`config.mk`:
```
export PLATFORM = sky130hd
export DESIGN_NAME = ntc_adc_to_temperature_unit_flat
export DESIGN_NICKNAME = d
export VERILOG_FILES = /design/src/ntcat_pkg.sv /design/src/ntcat_if.sv /design/src/ntcat_ring.sv /design/src/ntcat_mul.sv /design/src/ntcat_div.sv /design/src/ntc_adc_to_temperature_unit.sv /design/src/flat_wrapper.sv
export SDC_FILE = /design/constraint.sdc
export NUM_CORES = 1
export LEC_CHECK = 0
export BUFFER_PORTS_ARGS = -buffer_cell sky130_fd_sc_hd__buf_4
export CORE_UTILIZATION = 49
export CTS_CLUSTER_DIAMETER = 200
export DETAILED_ROUTE_END_ITERATION = 8
export PLACE_DENSITY = 0.66
export SETUP_SLACK_MARGIN = 0.4
export SLEW_MARGIN = 10
export SYNTH_ARGS = -nofsm -noshare
export SYNTH_HDL_FRONTEND = slang
export SYNTH_SLANG_ARGS = --single-unit
export TNS_END_PERCENT = 20
```
`constraint.sdc`:
```
create_clock -name clock -period 3.9 [get_ports clock]
set_input_delay 0.195 -clock clock [delete_from_list [all_inputs] [get_ports clock]]
set_output_delay 0.195 -clock clock [all_outputs]
set_load 0.01 [all_outputs]
```
`src/ntcat_pkg.sv`:
```
// shared types, widths, register codes and the thermistor resistance table
// for the ntc adc to temperature unit; no dependencies
package ntcat_pkg;

   localparam int MV_W       = 12;
   localparam int OHM_W      = 20;
   localparam int TEMP_W     = 8;
   localparam int PROD_W     = 32;
   localparam int CSR_IDX_W  = 2;
   localparam int CSR_DATA_W = 20;
   localparam int ROM_OHM_W  = 21;
   localparam int ROM_SIZE   = 70;
   localparam int ROM_IDX_W  = 7;

   localparam int AVERAGE_DEPTH_DEF = 8;
   localparam int TABLE_ENTRIES_DEF = 70;

   localparam logic [MV_W-1:0]          REF_RESET    = 12'd1700;
   localparam logic [OHM_W-1:0]         PULLUP_RESET = 20'd47000;
   localparam logic signed [TEMP_W-1:0] INVALID_TEMP = 8'sd99;

   typedef enum logic [CSR_IDX_W-1:0] {
      CSR_REFERENCE = 2'd0,
      CSR_PULLUP    = 2'd1
   } csr_idx_type;

   typedef struct packed {
      logic busy;
      logic done;
   } ntcat_unit_sts_type;

   typedef struct packed {
      logic signed [TEMP_W-1:0] deg;
      logic [ROM_OHM_W-1:0]     ohms;
   } ntcat_point_type;

   // descending resistance table, first entry at or below the resistance wins
   function automatic ntcat_point_type ntcat_rom(input logic [ROM_IDX_W-1:0] idx);
      ntcat_point_type p;
      case (idx)
         7'd0:    p = '{-8'sd20, 21'd1135000};
         7'd1:    p = '{-8'sd19, 21'd1068000};
         7'd2:    p = '{-8'sd18, 21'd1004000};
         7'd3:    p = '{-8'sd17, 21'd945000};
         7'd4:    p = '{-8'sd16, 21'd889600};
         7'd5:    p = '{-8'sd15, 21'd837800};
         7'd6:    p = '{-8'sd10, 21'd624100};
         7'd7:    p = '{-8'sd5,  21'd469100};
         7'd8:    p = '{-8'sd4,  21'd443500};
         7'd9:    p = '{-8'sd3,  21'd419500};
         7'd10:   p = '{-8'sd2,  21'd396900};
         7'd11:   p = '{-8'sd1,  21'd375600};
         7'd12:   p = '{8'sd0,   21'd355600};
         7'd13:   p = '{8'sd1,   21'd336800};
         7'd14:   p = '{8'sd2,   21'd319100};
         7'd15:   p = '{8'sd3,   21'd302400};
         7'd16:   p = '{8'sd4,   21'd286700};
         7'd17:   p = '{8'sd5,   21'd271800};
         7'd18:   p = '{8'sd6,   21'd257800};
         7'd19:   p = '{8'sd7,   21'd244700};
         7'd20:   p = '{8'sd8,   21'd232200};
         7'd21:   p = '{8'sd9,   21'd220500};
         7'd22:   p = '{8'sd10,  21'd209400};
         7'd23:   p = '{8'sd11,  21'd198900};
         7'd24:   p = '{8'sd12,  21'd189000};
         7'd25:   p = '{8'sd13,  21'd179700};
         7'd26:   p = '{8'sd14,  21'd170900};
         7'd27:   p = '{8'sd15,  21'd162500};
         7'd28:   p = '{8'sd16,  21'd154600};
         7'd29:   p = '{8'sd17,  21'd147200};
         7'd30:   p = '{8'sd18,  21'd140100};
         7'd31:   p = '{8'sd19,  21'd133400};
         7'd32:   p = '{8'sd20,  21'd127000};
         7'd33:   p = '{8'sd21,  21'd121000};
         7'd34:   p = '{8'sd22,  21'd115400};
         7'd35:   p = '{8'sd23,  21'd110000};
         7'd36:   p = '{8'sd24,  21'd104800};
         7'd37:   p = '{8'sd25,  21'd100000};
         7'd38:   p = '{8'sd26,  21'd95400};
         7'd39:   p = '{8'sd27,  21'd91040};
         7'd40:   p = '{8'sd28,  21'd86900};
         7'd41:   p = '{8'sd29,  21'd82970};
         7'd42:   p = '{8'sd30,  21'd79230};
         7'd43:   p = '{8'sd31,  21'd75690};
         7'd44:   p = '{8'sd32,  21'd72320};
         7'd45:   p = '{8'sd33,  21'd69120};
         7'd46:   p = '{8'sd34,  21'd66070};
         7'd47:   p = '{8'sd35,  21'd63180};
         7'd48:   p = '{8'sd36,  21'd60420};
         7'd49:   p = '{8'sd37,  21'd57810};
         7'd50:   p = '{8'sd38,  21'd55310};
         7'd51:   p = '{8'sd39,  21'd52940};
         7'd52:   p = '{8'sd40,  21'd50680};
         7'd53:   p = '{8'sd41,  21'd48530};
         7'd54:   p = '{8'sd42,  21'd46940};
         7'd55:   p = '{8'sd43,  21'd44530};
         7'd56:   p = '{8'sd44,  21'd42670};
         7'd57:   p = '{8'sd45,  21'd40900};
         7'd58:   p = '{8'sd46,  21'd39210};
         7'd59:   p = '{8'sd47,  21'd37600};
         7'd60:   p = '{8'sd48,  21'd36060};
         7'd61:   p = '{8'sd49,  21'd34600};
         7'd62:   p = '{8'sd50,  21'd33190};
         7'd63:   p = '{8'sd55,  21'd27090};
         7'd64:   p = '{8'sd56,  21'd26030};
         7'd65:   p = '{8'sd57,  21'd25010};
         7'd66:   p = '{8'sd58,  21'd24040};
         7'd67:   p = '{8'sd59,  21'd23110};
         7'd68:   p = '{8'sd60,  21'd22220};
         7'd69:   p = '{8'sd99,  21'd0};
         default: p = '{INVALID_TEMP, 21'd0};
      endcase
      return p;
   endfunction

endpackage

```
`src/ntcat_if.sv`:
```
// valid/ready channel interfaces for samples, results and register writes
// depends on ntcat_pkg
interface ntcat_req_if import ntcat_pkg::*; ();
   logic            valid;
   logic            ready;
   logic [MV_W-1:0] sample_mv;
   logic            sample_bad;

   modport source (output valid, output sample_mv, output sample_bad, input ready);
   modport sink   (input valid, input sample_mv, input sample_bad, output ready);
endinterface

interface ntcat_rsp_if import ntcat_pkg::*; ();
   logic                     valid;
   logic                     ready;
   logic signed [TEMP_W-1:0] temperature_c;
   logic [MV_W-1:0]          average_mv;

   modport source (output valid, output temperature_c, output average_mv, input ready);
   modport sink   (input valid, input temperature_c, input average_mv, output ready);
endinterface

interface ntcat_csr_if import ntcat_pkg::*; ();
   logic                  valid;
   logic                  ready;
   logic [CSR_IDX_W-1:0]  index;
   logic [CSR_DATA_W-1:0] data;

   modport source (output valid, output index, output data, input ready);
   modport sink   (input valid, input index, input data, output ready);
endinterface

```
`src/ntcat_ring.sv`:
```
// sample ring memory with fill count and a serial summing pass, one entry per cycle
// depends on ntcat_pkg
module ntcat_ring import ntcat_pkg::*; #(
   parameter int  DEPTH   = AVERAGE_DEPTH_DEF,
   localparam int COUNT_W = $clog2(DEPTH + 1),
   localparam int SUM_W   = MV_W + $clog2(DEPTH)
) (
   input  logic               clock,
   input  logic               reset,
   input  logic               wr_en,
   input  logic [MV_W-1:0]    wr_sample,
   output ntcat_unit_sts_type sts,
   output logic [SUM_W-1:0]   sum,
   output logic [COUNT_W-1:0] count
);

   localparam int SLOT_W = (DEPTH > 1) ? $clog2(DEPTH) : 1;

   logic [MV_W-1:0]    ring_mem [DEPTH];
   logic [SLOT_W-1:0]  slot_ff, slot_in;
   logic [COUNT_W-1:0] seen_ff, seen_in;
   logic [COUNT_W-1:0] idx_ff, idx_in;
   logic               run_ff, run_in;
   logic               pend_ff, pend_in;
   logic               done_ff, done_in;
   logic [SUM_W-1:0]   acc_ff, acc_in;
   logic [MV_W-1:0]    rd_data_ff;
   logic               rd_en;

   always_comb begin
      slot_in = slot_ff;
      seen_in = seen_ff;
      idx_in  = idx_ff;
      run_in  = run_ff;
      pend_in = 1'b0;
      done_in = 1'b0;
      acc_in  = acc_ff;
      rd_en   = 1'b0;
      if (wr_en) begin
         slot_in = (slot_ff == SLOT_W'(DEPTH - 1)) ? '0 : slot_ff + SLOT_W'(1);
         if (seen_ff != COUNT_W'(DEPTH)) begin
            seen_in = seen_ff + COUNT_W'(1);
         end
         // summing starts right after the write lands
         run_in = 1'b1;
         idx_in = '0;
         acc_in = '0;
      end else if (run_ff) begin
         if (idx_ff != seen_ff) begin
            rd_en   = 1'b1;
            idx_in  = idx_ff + COUNT_W'(1);
            pend_in = 1'b1;
         end
         if (pend_ff) begin
            acc_in = acc_ff + SUM_W'(rd_data_ff);
         end
         if (idx_ff == seen_ff && !pend_ff) begin
            run_in  = 1'b0;
            done_in = 1'b1;
         end
      end
   end

   always_ff @(posedge clock) begin
      if (wr_en) begin
         ring_mem[slot_ff] <= wr_sample;
      end
      if (rd_en) begin
         rd_data_ff <= ring_mem[idx_ff[SLOT_W-1:0]];
      end
      acc_ff <= acc_in;
   end

   always_ff @(posedge clock) begin
      if (reset) begin
         slot_ff <= '0;
         seen_ff <= '0;
         idx_ff  <= '0;
         run_ff  <= 1'b0;
         pend_ff <= 1'b0;
         done_ff <= 1'b0;
      end else begin
         slot_ff <= slot_in;
         seen_ff <= seen_in;
         idx_ff  <= idx_in;
         run_ff  <= run_in;
         pend_ff <= pend_in;
         done_ff <= done_in;
      end
   end

   assign sts.busy = run_ff;
   assign sts.done = done_ff;
   assign sum      = acc_ff;
   assign count    = seen_ff;

endmodule

```
`src/ntcat_mul.sv`:
```
// bit-serial shift-add multiplier, one multiplier bit per cycle, msb first
// depends on ntcat_pkg
module ntcat_mul import ntcat_pkg::*; (
   input  logic               clock,
   input  logic               reset,
   input  logic               start,
   input  logic [OHM_W-1:0]   mcand,
   input  logic [MV_W-1:0]    mplier,
   output logic [PROD_W-1:0]  product,
   output ntcat_unit_sts_type sts
);

   localparam int CNT_W = $clog2(MV_W + 1);

   logic               busy_ff, busy_in;
   logic               done_ff, done_in;
   logic [CNT_W-1:0]   cnt_ff, cnt_in;
   logic [MV_W-1:0]    mpl_ff, mpl_in;
   logic [OHM_W-1:0]   mcd_ff, mcd_in;
   logic [PROD_W-1:0]  acc_ff, acc_in;

   always_comb begin
      busy_in = busy_ff;
      done_in = 1'b0;
      cnt_in  = cnt_ff;
      mpl_in  = mpl_ff;
      mcd_in  = mcd_ff;
      acc_in  = acc_ff;
      if (start) begin
         busy_in = 1'b1;
         cnt_in  = CNT_W'(MV_W);
         mpl_in  = mplier;
         mcd_in  = mcand;
         acc_in  = '0;
      end else if (busy_ff) begin
         acc_in = {acc_ff[PROD_W-2:0], 1'b0}
                + (mpl_ff[MV_W-1] ? PROD_W'(mcd_ff) : '0);
         mpl_in = {mpl_ff[MV_W-2:0], 1'b0};
         cnt_in = cnt_ff - CNT_W'(1);
         if (cnt_ff == CNT_W'(1)) begin
            busy_in = 1'b0;
            done_in = 1'b1;
         end
      end
   end

   always_ff @(posedge clock) begin
      cnt_ff <= cnt_in;
      mpl_ff <= mpl_in;
      mcd_ff <= mcd_in;
      acc_ff <= acc_in;
   end

   always_ff @(posedge clock) begin
      if (reset) begin
         busy_ff <= 1'b0;
         done_ff <= 1'b0;
      end else begin
         busy_ff <= busy_in;
         done_ff <= done_in;
      end
   end

   assign product  = acc_ff;
   assign sts.busy = busy_ff;
   assign sts.done = done_ff;

endmodule

```
`src/ntcat_div.sv`:
```
// restoring divider, one quotient bit per cycle, shared by the average and
// the resistance divisions; depends on ntcat_pkg
module ntcat_div import ntcat_pkg::*; (
   input  logic               clock,
   input  logic               reset,
   input  logic               start,
   input  logic [PROD_W-1:0]  dividend,
   input  logic [MV_W-1:0]    divisor,
   output logic [PROD_W-1:0]  quotient,
   output ntcat_unit_sts_type sts
);

   localparam int CNT_W = $clog2(PROD_W + 1);

   logic              busy_ff, busy_in;
   logic              done_ff, done_in;
   logic [CNT_W-1:0]  cnt_ff, cnt_in;
   logic [PROD_W-1:0] dvd_ff, dvd_in;
   logic [MV_W-1:0]   rem_ff, rem_in;
   logic [MV_W-1:0]   dvs_ff, dvs_in;
   logic [MV_W:0]     rem_sh;
   logic              fits;

   assign rem_sh = {rem_ff, dvd_ff[PROD_W-1]};
   assign fits   = (rem_sh >= {1'b0, dvs_ff});

   always_comb begin
      busy_in = busy_ff;
      done_in = 1'b0;
      cnt_in  = cnt_ff;
      dvd_in  = dvd_ff;
      rem_in  = rem_ff;
      dvs_in  = dvs_ff;
      if (start) begin
         busy_in = 1'b1;
         cnt_in  = CNT_W'(PROD_W);
         dvd_in  = dividend;
         rem_in  = '0;
         dvs_in  = divisor;
      end else if (busy_ff) begin
         // dividend shifts out the top while quotient bits fill in from below
         rem_in = fits ? MV_W'(rem_sh - {1'b0, dvs_ff}) : MV_W'(rem_sh);
         dvd_in = {dvd_ff[PROD_W-2:0], fits};
         cnt_in = cnt_ff - CNT_W'(1);
         if (cnt_ff == CNT_W'(1)) begin
            busy_in = 1'b0;
            done_in = 1'b1;
         end
      end
   end

   always_ff @(posedge clock) begin
      cnt_ff <= cnt_in;
      dvd_ff <= dvd_in;
      rem_ff <= rem_in;
      dvs_ff <= dvs_in;
   end

   always_ff @(posedge clock) begin
      if (reset) begin
         busy_ff <= 1'b0;
         done_ff <= 1'b0;
      end else begin
         busy_ff <= busy_in;
         done_ff <= done_in;
      end
   end

   assign quotient = dvd_ff;
   assign sts.busy = busy_ff;
   assign sts.done = done_ff;

endmodule

```
`src/ntc_adc_to_temperature_unit.sv`:
```
// Flow: a bad sample is taken while idle and gives no result. A good sample passes
// through the ring sum, the average divide, the multiply, the resistance divide, the
// table walk (one entry per cycle, at most min(TABLE_ENTRIES,70) entries) and the
// output register; an invalid average ends after the first divide. One sample at a
// time; the next sample is taken while a result waits.
// Reset (synchronous) clears control, fill count and slot; ring contents are kept.
module ntc_adc_to_temperature_unit import ntcat_pkg::*; #(
   parameter int AVERAGE_DEPTH = AVERAGE_DEPTH_DEF,
   parameter int TABLE_ENTRIES = TABLE_ENTRIES_DEF
) (
   input  logic         clock,
   input  logic         reset,
   ntcat_req_if.sink    req_chan,
   ntcat_rsp_if.source  rsp_chan,
   ntcat_csr_if.sink    csr_chan
);

   localparam int COUNT_W  = $clog2(AVERAGE_DEPTH + 1);
   localparam int SUM_W    = MV_W + $clog2(AVERAGE_DEPTH);
   localparam int WALK_LEN = (TABLE_ENTRIES < ROM_SIZE) ? TABLE_ENTRIES : ROM_SIZE;
   localparam int WALK_W   = $clog2(WALK_LEN + 1);

   typedef enum logic [6:0] {
      S_IDLE = 7'b0000001,
      S_SUM  = 7'b0000010,
      S_AVG  = 7'b0000100,
      S_MUL  = 7'b0001000,
      S_RDIV = 7'b0010000,
      S_WALK = 7'b0100000,
      S_OUT  = 7'b1000000
   } state_type;

   state_type                state_ff, state_in;
   logic [MV_W-1:0]          ref_ff, ref_in;
   logic [OHM_W-1:0]         pullup_ff, pullup_in;
   logic [MV_W-1:0]          avg_ff, avg_in;
   logic signed [TEMP_W-1:0] temp_ff, temp_in;
   logic [PROD_W-1:0]        ohms_ff, ohms_in;
   logic [WALK_W-1:0]        walk_ff, walk_in;
   logic                     rsp_valid_ff, rsp_valid_in;
   logic signed [TEMP_W-1:0] rsp_temp_ff, rsp_temp_in;
   logic [MV_W-1:0]          rsp_avg_ff, rsp_avg_in;

   logic                     req_fire;
   logic                     ring_wr;
   logic [SUM_W-1:0]         ring_sum;
   logic [COUNT_W-1:0]       ring_count;
   ntcat_unit_sts_type       ring_sts;
   logic                     div_start;
   logic [PROD_W-1:0]        div_dvd;
   logic [MV_W-1:0]          div_dvs;
   logic [PROD_W-1:0]        div_q;
   ntcat_unit_sts_type       div_sts;
   logic                     mul_start;
   logic [PROD_W-1:0]        mul_prod;
   ntcat_unit_sts_type       mul_sts;
   logic [MV_W-1:0]          q_low;
   ntcat_point_type          rom_pt;

   assign req_chan.ready = (state_ff == S_IDLE);
   assign req_fire       = req_chan.valid && req_chan.ready;
   assign ring_wr        = req_fire && !req_chan.sample_bad;
   assign csr_chan.ready = 1'b1;

   assign q_low  = div_q[MV_W-1:0];
   assign rom_pt = ntcat_rom(ROM_IDX_W'(walk_ff));

   // divider serves the average first, then the resistance
   assign div_dvd = (state_ff == S_SUM) ? PROD_W'(ring_sum) : mul_prod;
   assign div_dvs = (state_ff == S_SUM) ? MV_W'(ring_count) : ref_ff - avg_ff;

   ntcat_ring #(
      .DEPTH (AVERAGE_DEPTH)
   ) u_ring (
      .clock     (clock),
      .reset     (reset),
      .wr_en     (ring_wr),
      .wr_sample (req_chan.sample_mv),
      .sts       (ring_sts),
      .sum       (ring_sum),
      .count     (ring_count)
   );

   ntcat_div u_div (
      .clock    (clock),
      .reset    (reset),
      .start    (div_start),
      .dividend (div_dvd),
      .divisor  (div_dvs),
      .quotient (div_q),
      .sts      (div_sts)
   );

   ntcat_mul u_mul (
      .clock   (clock),
      .reset   (reset),
      .start   (mul_start),
      .mcand   (pullup_ff),
      .mplier  (q_low),
      .product (mul_prod),
      .sts     (mul_sts)
   );

   always_comb begin
      ref_in    = ref_ff;
      pullup_in = pullup_ff;
      if (csr_chan.valid) begin
         unique case (csr_idx_type'(csr_chan.index))
            CSR_REFERENCE: ref_in    = csr_chan.data[MV_W-1:0];
            CSR_PULLUP:    pullup_in = csr_chan.data[OHM_W-1:0];
            default: ;
         endcase
      end
   end

   always_comb begin
      state_in     = state_ff;
      avg_in       = avg_ff;
      temp_in      = temp_ff;
      ohms_in      = ohms_ff;
      walk_in      = walk_ff;
      rsp_valid_in = rsp_valid_ff && !rsp_chan.ready;
      rsp_temp_in  = rsp_temp_ff;
      rsp_avg_in   = rsp_avg_ff;
      div_start    = 1'b0;
      mul_start    = 1'b0;
      unique case (state_ff)
         S_IDLE: begin
            if (ring_wr) begin
               state_in = S_SUM;
            end
         end
         S_SUM: begin
            if (ring_sts.done) begin
               div_start = 1'b1;
               state_in  = S_AVG;
            end
         end
         S_AVG: begin
            if (div_sts.done) begin
               avg_in = q_low;
               if (q_low == '0 || q_low >= ref_ff) begin
                  temp_in  = INVALID_TEMP;
                  state_in = S_OUT;
               end else begin
                  mul_start = 1'b1;
                  state_in  = S_MUL;
               end
            end
         end
         S_MUL: begin
            if (mul_sts.done) begin
               div_start = 1'b1;
               state_in  = S_RDIV;
            end
         end
         S_RDIV: begin
            if (div_sts.done) begin
               ohms_in  = div_q;
               walk_in  = '0;
               state_in = S_WALK;
            end
         end
         S_WALK: begin
            if (walk_ff == WALK_W'(WALK_LEN)) begin
               temp_in  = INVALID_TEMP;
               state_in = S_OUT;
            end else if (ohms_ff >= PROD_W'(rom_pt.ohms)) begin
               temp_in  = rom_pt.deg;
               state_in = S_OUT;
            end else begin
               walk_in = walk_ff + WALK_W'(1);
            end
         end
         S_OUT: begin
            // output register frees up on a transfer
            if (!rsp_valid_ff || rsp_chan.ready) begin
               rsp_valid_in = 1'b1;
               rsp_temp_in  = temp_ff;
               rsp_avg_in   = avg_ff;
               state_in     = S_IDLE;
            end
         end
         default: state_in = S_IDLE;
      endcase
   end

   always_ff @(posedge clock) begin
      avg_ff      <= avg_in;
      temp_ff     <= temp_in;
      ohms_ff     <= ohms_in;
      walk_ff     <= walk_in;
      rsp_temp_ff <= rsp_temp_in;
      rsp_avg_ff  <= rsp_avg_in;
   end

   always_ff @(posedge clock) begin
      if (reset) begin
         state_ff     <= S_IDLE;
         ref_ff       <= REF_RESET;
         pullup_ff    <= PULLUP_RESET;
         rsp_valid_ff <= 1'b0;
      end else begin
         state_ff     <= state_in;
         ref_ff       <= ref_in;
         pullup_ff    <= pullup_in;
         rsp_valid_ff <= rsp_valid_in;
      end
   end

   assign rsp_chan.valid         = rsp_valid_ff;
   assign rsp_chan.temperature_c = rsp_temp_ff;
   assign rsp_chan.average_mv    = rsp_avg_ff;

   a_div_free: assert property (@(posedge clock) disable iff (reset)
      div_start |-> !div_sts.busy)
      else $error("divider started while busy");

   a_mul_free: assert property (@(posedge clock) disable iff (reset)
      mul_start |-> !mul_sts.busy)
      else $error("multiplier started while busy");

   a_div_nonzero: assert property (@(posedge clock) disable iff (reset)
      div_start |-> div_dvs != '0)
      else $error("divider started with zero divisor");

   a_mul_operand: assert property (@(posedge clock) disable iff (reset)
      mul_start |-> (q_low != '0 && q_low < ref_ff))
      else $error("resistance path entered with out-of-range average");

   a_walk_bound: assert property (@(posedge clock) disable iff (reset)
      state_ff == S_WALK |-> walk_ff <= WALK_W'(WALK_LEN))
      else $error("table walk ran past its end");

endmodule

```
`src/flat_wrapper.sv`:
```
// flat-port wrapper written by rule: the top's interface ports become plain ports
module ntc_adc_to_temperature_unit_flat import ntcat_pkg::*;
#(
   parameter int AVERAGE_DEPTH = AVERAGE_DEPTH_DEF,
   parameter int TABLE_ENTRIES = TABLE_ENTRIES_DEF
)
  (clock, reset, req_chan_valid, req_chan_sample_mv, req_chan_sample_bad, req_chan_ready, rsp_chan_valid, rsp_chan_temperature_c, rsp_chan_average_mv, rsp_chan_ready, csr_chan_valid, csr_chan_index, csr_chan_data, csr_chan_ready);
  ntcat_req_if req_chan_i ();
  ntcat_rsp_if rsp_chan_i ();
  ntcat_csr_if csr_chan_i ();
  input  logic clock;
  input  logic reset;
  input wire logic [$bits(req_chan_i.valid)-1:0] req_chan_valid;
  input wire logic [$bits(req_chan_i.sample_mv)-1:0] req_chan_sample_mv;
  input wire logic [$bits(req_chan_i.sample_bad)-1:0] req_chan_sample_bad;
  output wire logic [$bits(req_chan_i.ready)-1:0] req_chan_ready;
  output wire logic [$bits(rsp_chan_i.valid)-1:0] rsp_chan_valid;
  output wire logic [$bits(rsp_chan_i.temperature_c)-1:0] rsp_chan_temperature_c;
  output wire logic [$bits(rsp_chan_i.average_mv)-1:0] rsp_chan_average_mv;
  input wire logic [$bits(rsp_chan_i.ready)-1:0] rsp_chan_ready;
  input wire logic [$bits(csr_chan_i.valid)-1:0] csr_chan_valid;
  input wire logic [$bits(csr_chan_i.index)-1:0] csr_chan_index;
  input wire logic [$bits(csr_chan_i.data)-1:0] csr_chan_data;
  output wire logic [$bits(csr_chan_i.ready)-1:0] csr_chan_ready;
  assign req_chan_i.valid = req_chan_valid;
  assign req_chan_i.sample_mv = req_chan_sample_mv;
  assign req_chan_i.sample_bad = req_chan_sample_bad;
  assign req_chan_ready = req_chan_i.ready;
  assign rsp_chan_valid = rsp_chan_i.valid;
  assign rsp_chan_temperature_c = rsp_chan_i.temperature_c;
  assign rsp_chan_average_mv = rsp_chan_i.average_mv;
  assign rsp_chan_i.ready = rsp_chan_ready;
  assign csr_chan_i.valid = csr_chan_valid;
  assign csr_chan_i.index = csr_chan_index;
  assign csr_chan_i.data = csr_chan_data;
  assign csr_chan_ready = csr_chan_i.ready;
  ntc_adc_to_temperature_unit #(.AVERAGE_DEPTH(AVERAGE_DEPTH), .TABLE_ENTRIES(TABLE_ENTRIES)) u_core (.clock(clock), .reset(reset), .req_chan(req_chan_i), .rsp_chan(rsp_chan_i), .csr_chan(csr_chan_i));
endmodule
```
==> flow_summary.toml, run 1 <==
[grt]
grt.met2_usage_pct = 41.8
gr-usage-met3_pct = 4.74
busiest_layer = "met2"
overflow = 0
track_usage_pct = 25.7
grt_pass1_vias = 16053
grt_util_met1_pct = 34.1
grt_max_degree = 59
grt_pass1_wl_um = 87700
antenna_found_initial = 0

[clock_network]
cts.sinks = 418
clk_pin_slew_ns = 0.06
cts_buffer_depth = 3
clkLatencyLatePin_ns = 0.59
cts_max_level = 2
cts-root-buf = "clkbuf_16"
cts_tree = "built"
cts_buffers = 44

[logic_synthesis]
seq_area_frac_synth_pct = 52.0
ys.flop_type = "edfxtp_1"
yosys.area_share.simple_pct = 14.9
syn_area_mm2 = 0.0212
synthXorXnorAreaFrac_pct = 2.36
synth_top_family_by_area = "simple AND/OR/NAND/NOR gates"
avgSynthCellArea_um2 = 10.4
synth_fp_nets = 2176
ys_ff_latch = 418
netlist.area_leader.share_pct = 37.3
syn_inst = 2025
yosysUniqueCellTypes = 79
yosys-top-cells-area = "edfxtp_1, dfxtp_1, ha_1"
async_flop_share_pct = 0
synth_compound_area_share_pct = 13.2
synth_edf_count = 263
synth_top_area_cell = "edfxtp_1"
synthAdderAreaFrac_pct = 6.71
synthMuxAreaShare_pct = 6.58
ys_warn_count = 0

[sta]
setup_viol = 0
finalWorstSetupSlack_ns = 0.105
worst_slew_pin_slew_ns = 1.01
hold_ws_ns = 0.0820
finalClockSkew_ns = 0.0162
finalHoldViolations = 0
drv_slew = 0
fin_crit_ns = 3.80
slew_headroom_pct = 32.5
grt_setup_unrepaired = "true"
fmax_mhz = 263
min_period_over_period_pct = 97.3

[die]
ios = 63
die-area_mm2 = 0.0440
floorplan.initialDensity_pct = 50.1
die_h_um = 210
core_mm2 = 0.0422
die_w_um = 210
rows = 75

[layout]
multiInputGateArea_mm2 = 0.00956
final_util_pct = 59.5
num_antenna_cells = 0
regArea_mm2 = 0.0110
layout_common_cells = "edfxtp_1, nand2_1, buf_4"
final_common_cell = "edfxtp_1"
final_cell_area_mm2 = 0.0251
drive_gt1_share_pct = 18.1
nets = 2347
fillCellCount = 3506
syn_to_final_growth_pct = 18.7

[drt]
num_vias = 16052
drcViolationCount = 0
antenna_left = 0
vias_per_cell = 5.79
firstDrtPassIters = 5
routed_wl_um = 55900
drt_iter0_markers = 1281
wl_per_cell_um = 20.2

[power]
p_sw_share_pct = 21.9
internal-power_mw = 7.46
power_frac_comb_pct = 4.6
ir_drop_mv = 0.406
switchingPower_mw = 2.09
p_per_area_mw_per_mm2 = 381
pwr-share-seq_pct = 50.0
clockPowerShare_pct = 45.4
p_leak_nw = 9.73

[worst_setup_path]
path_max_fanout = 8
r2r_cells = 13
critPathLaunchType = "flop"
endpoint_kind = "flop"
critPathRequiredTime_ns = 4.43
worstSetupPathType = "flop to flop"
reg2reg_setup_slack_ns = 0.10
cp_data_arrival_time_ns = 4.32

[place]
pre_cts_ws_ns = -0.0981
place_area_mm2 = 0.0230
place_hpwl_um = 39700
gp_congestion = 1.00
portBuffers = 61

[worst_hold_path]
min_delay_path_depth = 3
min_path_type = "input port to flop"

[run]
max_cap_violations = 0

[run_status]
status = "finished, final reports clean"
[power groups by stage]
stage	Sequential, mW	Clock, mW	Combinational (mW)
after floorplan	4.85	0	0.280
after global placement	4.87	0	0.393
after detailed placement	4.87	0	0.405
after CTS	4.78	4.43	0.436
after global routing	4.78	4.57	0.491
final	4.78	4.34	0.437
[timing repair]
item                       CTS  global route
hold buffers                34             0
pin swaps                    6            17
setup endpoints to repair   35            38
hold endpoints to repair   128             0
resized for setup           19            35
buffers inserted             1             3
[layout make-up]
class | instances | share of cell area (%)
Sequential cell | 418 | 43.8
Multi-Input combinational cell | 1391 | 38.1
Timing Repair Buffer | 236 | 7.84
Clock buffer | 57 | 4.75
Tap cell | 539 | 2.69
Inverter | 105 | 1.58
Clock inverter | 25 | 1.26
[critical path: stages (launching register included)]
cell and delay, ns:
dfxtp_2 0.32, or4_4 0.53, or4b_4 0.55, or3_4 0.36, nor3_4 0.12, a31o_4 0.23, buf_6 0.12, mux2_4 0.37
ha_4 0.37, buf_6 0.12, nor2_4 0.03, o22a_1 0.22, o221ai_2 0.25, a21o_1 0.14
[Yosys cell counts (12+ instances only)]
cell        n
a211oi_1   23
a21o_1     22
a21oi_1   146
a22o_1     17
a31oi_1    38
and2_1     32
and3_1     15
buf_2      16
clkbuf_1   79
dfxtp_1   155
edfxtp_1  263
ha_1      107
inv_1     101
mux2_2     34
mux2i_1    40
mux4_2     24
nand2_1   218
nand2b_1   35
nand3_1    37
nand3b_1   14
nand4_1    15
nor2_1    170
nor2b_1    12
nor3_1     54
nor4_1     17
o211ai_1   14
o21ai_0   100
or3_1      16
xnor2_1    33
xor2_1     24
[path summary, 6_finish.rpt]
path	startpoint	endpoint
setup / recovery	u_core.state_ff[0]	u_core.rom_pt[3]
hold / removal	rsp_chan_ready	u_core.rsp_chan.valid
setup reg to reg	u_core.state_ff[0]	u_core.rom_pt[3]
hold reg to reg	u_core.temp_ff[2]	u_core.rsp_chan.temperature_c[2]
[flip-flops by register name, summed over array words and instances (netlist names), 15 cells and up]
register	count
u_core.ohms_ff	32
u_core.u_ring.sum	15
u_core.u_div.quotient	32
u_core.u_mul.mcd_ff	20
u_core.rom_pt	28
u_core.u_mul.product	32
u_core.u_ring.ring_mem	96
u_core.pullup_ff	20
[cells by family (layout without fill, tap and decap cells)]
group                    Yosys count  in the layout
AO/OA/AOI/OAI                    452            452
AND/OR/NAND/NOR                  667            667
multiplexers                     103            103
adder cells (fa/ha/maj)          111            111
buffers and inverters            216            423
other                              1              1
XOR/XNOR                          57             57
flip-flops                       418            418
[per-stage QoR]
step                      setup TNS [ns]  cells  total power [mW]
after floorplan                   -0.130   2025              5.13
after global placement            -0.392   2651              5.26
after detailed placement          -0.489   2651              5.28
after CTS                              0   2768              9.64
after global routing                   0   2771              9.85
final                                  0   2771              9.56
[routing by layer]
metal	vias to the layer above	part of all wire (%)
li1	7720	-
met3	100	6.3
met2	476	46
met5	-	0
met4	0	3.3
met1	7756	44
Note: power is estimated with default switching activity, not from simulation.
==> inputs of run 2 (changes only) <==
- PLACE_DENSITY: 0.66 -> 0.63
- clock period: 3.9 -> 3.67 ns (I/O delays scaled with it)
==> flow_summary.toml, run 2 (same netlist as run 1, synthesis figures left out) <==
[run_status]
status = "complete, but fails checks"
failed_checks = "negative setup slack"

[worst_setup_path]
worstSetupPathType = "flop to flop"
cp_top_family = "simple AND/OR/NAND/NOR gates"
path_max_fanout = 5
critPathLaunchType = "flop"
timing.rr.end = "u_core.rom_pt[5]"
slowest_stage = "or4_4"
r2r_cells = 13
endpoint_kind = "flop"
reg2reg_setup_slack_ns = -0.12
path_cells = "or4_4 -> or4b_4 -> or3_4 -> nor3_4 -> a31o_4 -> mux2_4 -> ha_4 -> nand2_2 -> mux2i_2 -> a22oi_1 -> o211ai_1 -> a21oi_1 -> o21ai_1"
slowest_delay_ns = 0.53
cp_data_arrival_time_ns = 4.30
critical_path_buf_inv_count = 0
critPathRequiredTime_ns = 4.18
reg2reg_from = "u_core.state_ff[6]"

[die]
ios = 63
die_h_um = 210
core_mm2 = 0.0422
floorplan.initialDensity_pct = 50.1
die_w_um = 210
die-area_mm2 = 0.0440
rows = 75

[clock_network]
cts-root-buf = "clkbuf_16"
clk_pin_slew_ns = 0.06
cts.sinks = 418
cts_max_level = 2
cts_tree = "built"
clkLatencyLatePin_ns = 0.59
cts_buffers = 45
cts_buffer_depth = 3

[grt]
track_usage_pct = 26.9
grt_max_degree = 59
grt_pass1_wl_um = 90500
gr-usage-met3_pct = 4.07
grt_util_met1_pct = 36.8
grt_pass1_vias = 16033
grt.met2_usage_pct = 43.5
busiest_layer = "met2"
overflow = 0
antenna_found_initial = 0

[drt]
antenna_left = 0
firstDrtPassIters = 7
drcViolationCount = 0
wl_per_cell_um = 20.8
drt_iter0_markers = 1340
vias_per_cell = 5.79
num_vias = 16402
routed_wl_um = 59000

[place]
portBuffers = 61
place_area_mm2 = 0.0234
gp_congestion = 0.925
place_hpwl_um = 42200

[sta]
finalClockSkew_ns = 0.0207
grt_setup_unrepaired = "true"
finalWorstSetupSlack_ns = -0.122
setup_viol = 8
fin_crit_ns = 3.79
finalHoldViolations = 0
drv_slew = 0
worst_slew_pin_slew_ns = 1.22
slew_headroom_pct = 18.3
min_period_over_period_pct = 103
tns_ns = -0.296
fmax_mhz = 264

[layout]
num_antenna_cells = 0
fillCellCount = 3452
layout_common_cells = "edfxtp_1, buf_4, nand2_1"
syn_to_final_growth_pct = 22.5
nets = 2408
final_common_cell = "edfxtp_1"
top_register = "u_core.u_ring.ring_mem"
drive_gt1_share_pct = 22.0
final_cell_area_mm2 = 0.0259
largest_reg_flops = 96

[power]
ir_drop_mv = 0.416
pwr-share-seq_pct = 49.4
p_leak_nw = 10.1
clockPowerShare_pct = 46.0
switchingPower_mw = 2.22
p_sw_share_pct = 21.6
total_power_mw = 10.3
p_per_area_mw_per_mm2 = 397
power_frac_comb_pct = 4.6
internal-power_mw = 8.06

[run]
max_cap_violations = 0

[worst_hold_path]
min_from = "csr_chan_index[0]"
min_delay_path_depth = 4
hold_end = "u_core.ref_ff[11]"
min_path_type = "input port to flop"
==> run 2: cell count changes in the layout (fill, tap and decap cells not counted), moves of 4 or more <==
cell	previous run	this run
a21oi_1	142	138
buf_4	187	244
clkbuf_8	0	4
nand2_1	217	213
o21ai_0	93	87
o21ai_1	8	13
==> run 2: worst register-to-register path: stages, from the launching register on <==
cell,delay [ns]
dfxtp_2,0.32
or4_4,0.53
or4b_4,0.49
or3_4,0.37
nor3_4,0.13
a31o_4,0.24
mux2_4,0.37
ha_4,0.32
nand2_2,0.05
mux2i_2,0.21
a22oi_1,0.13
o211ai_1,0.29
a21oi_1,0.12
o21ai_1,0.15
==> run 2: layer usage <==
metal / part of all wire, % / up-vias
met5: 0 / -
met3: 5.7 / 104
li1: - / 7833
met4: 2.9 / 0
met1: 45 / 7975
met2: 47 / 490
==> run 2: power groups by stage <==
| stage | registers [mW] | logic, mW | clock network (mW) |
|---|---|---|---|
| after detailed placement | 5.18 | 0.434 | 0 |
| final | 5.08 | 0.469 | 4.74 |
| after global placement | 5.18 | 0.421 | 0 |
| after floorplan | 5.16 | 0.297 | 0 |
| after CTS | 5.08 | 0.466 | 4.81 |
| after global routing | 5.08 | 0.526 | 4.99 |
==> run 2: per-stage QoR <==
stage	util [%]	cells	setup WS, ns	hold WS [ns]
after floorplan	-	2025	-0.296	0.282
after global placement	55.5	2698	-0.334	0.394
after detailed placement	55.5	2698	-0.368	0.403
after CTS	60.5	2819	-0.138	0.0297
after global routing	61.4	2831	-0.215	0.0826
final	61.4	2831	-0.122	0.0621
==> run 2: area by class of cell <==
cell class | count | area (um2) | area share (%)
inverters | 105 | 394 | 1.52
repair buffers | 296 | 2460 | 9.49
clock buffers | 58 | 1240 | 4.77
flip-flops and latches | 418 | 11000 | 42.5
clock inverters | 24 | 310 | 1.20
multi-input cells | 1391 | 9830 | 38.0
well taps | 539 | 674 | 2.60
==> run 2: how the worst max path moves through the flow <==
| stage | startpoint | end | slack [ns] | cells after the start |
|---|---|---|---|---|
| finish | u_core.state_ff[6] | u_core.rom_pt[5] | -0.12 | 13 |
| global route | u_core.state_ff[6] | u_core.rom_pt[5] | -0.21 | 13 |
| CTS | u_core.state_ff[6] | u_core.rom_pt[5] | -0.14 | 13 |
| detailed placement | u_core.state_ff[0] | u_core.rom_pt[5] | -0.37 | 14 |
| global placement | u_core.state_ff[0] | u_core.rom_pt[5] | -0.33 | 13 |
| floorplan | u_core.state_ff[0] | u_core.rom_pt[12] | -0.30 | 17 |
==> run 2: repair_timing <==
item / 4_1_cts / 5_1_grt
endpoints found under the hold margin: 129 / 0
setup buffers: 6 / 12
gates cloned: 0 / 0
setup endpoints to repair: 40 / 55
hold buffers: 33 / 0
gates resized for setup: 42 / 66
pin swaps: 20 / 33
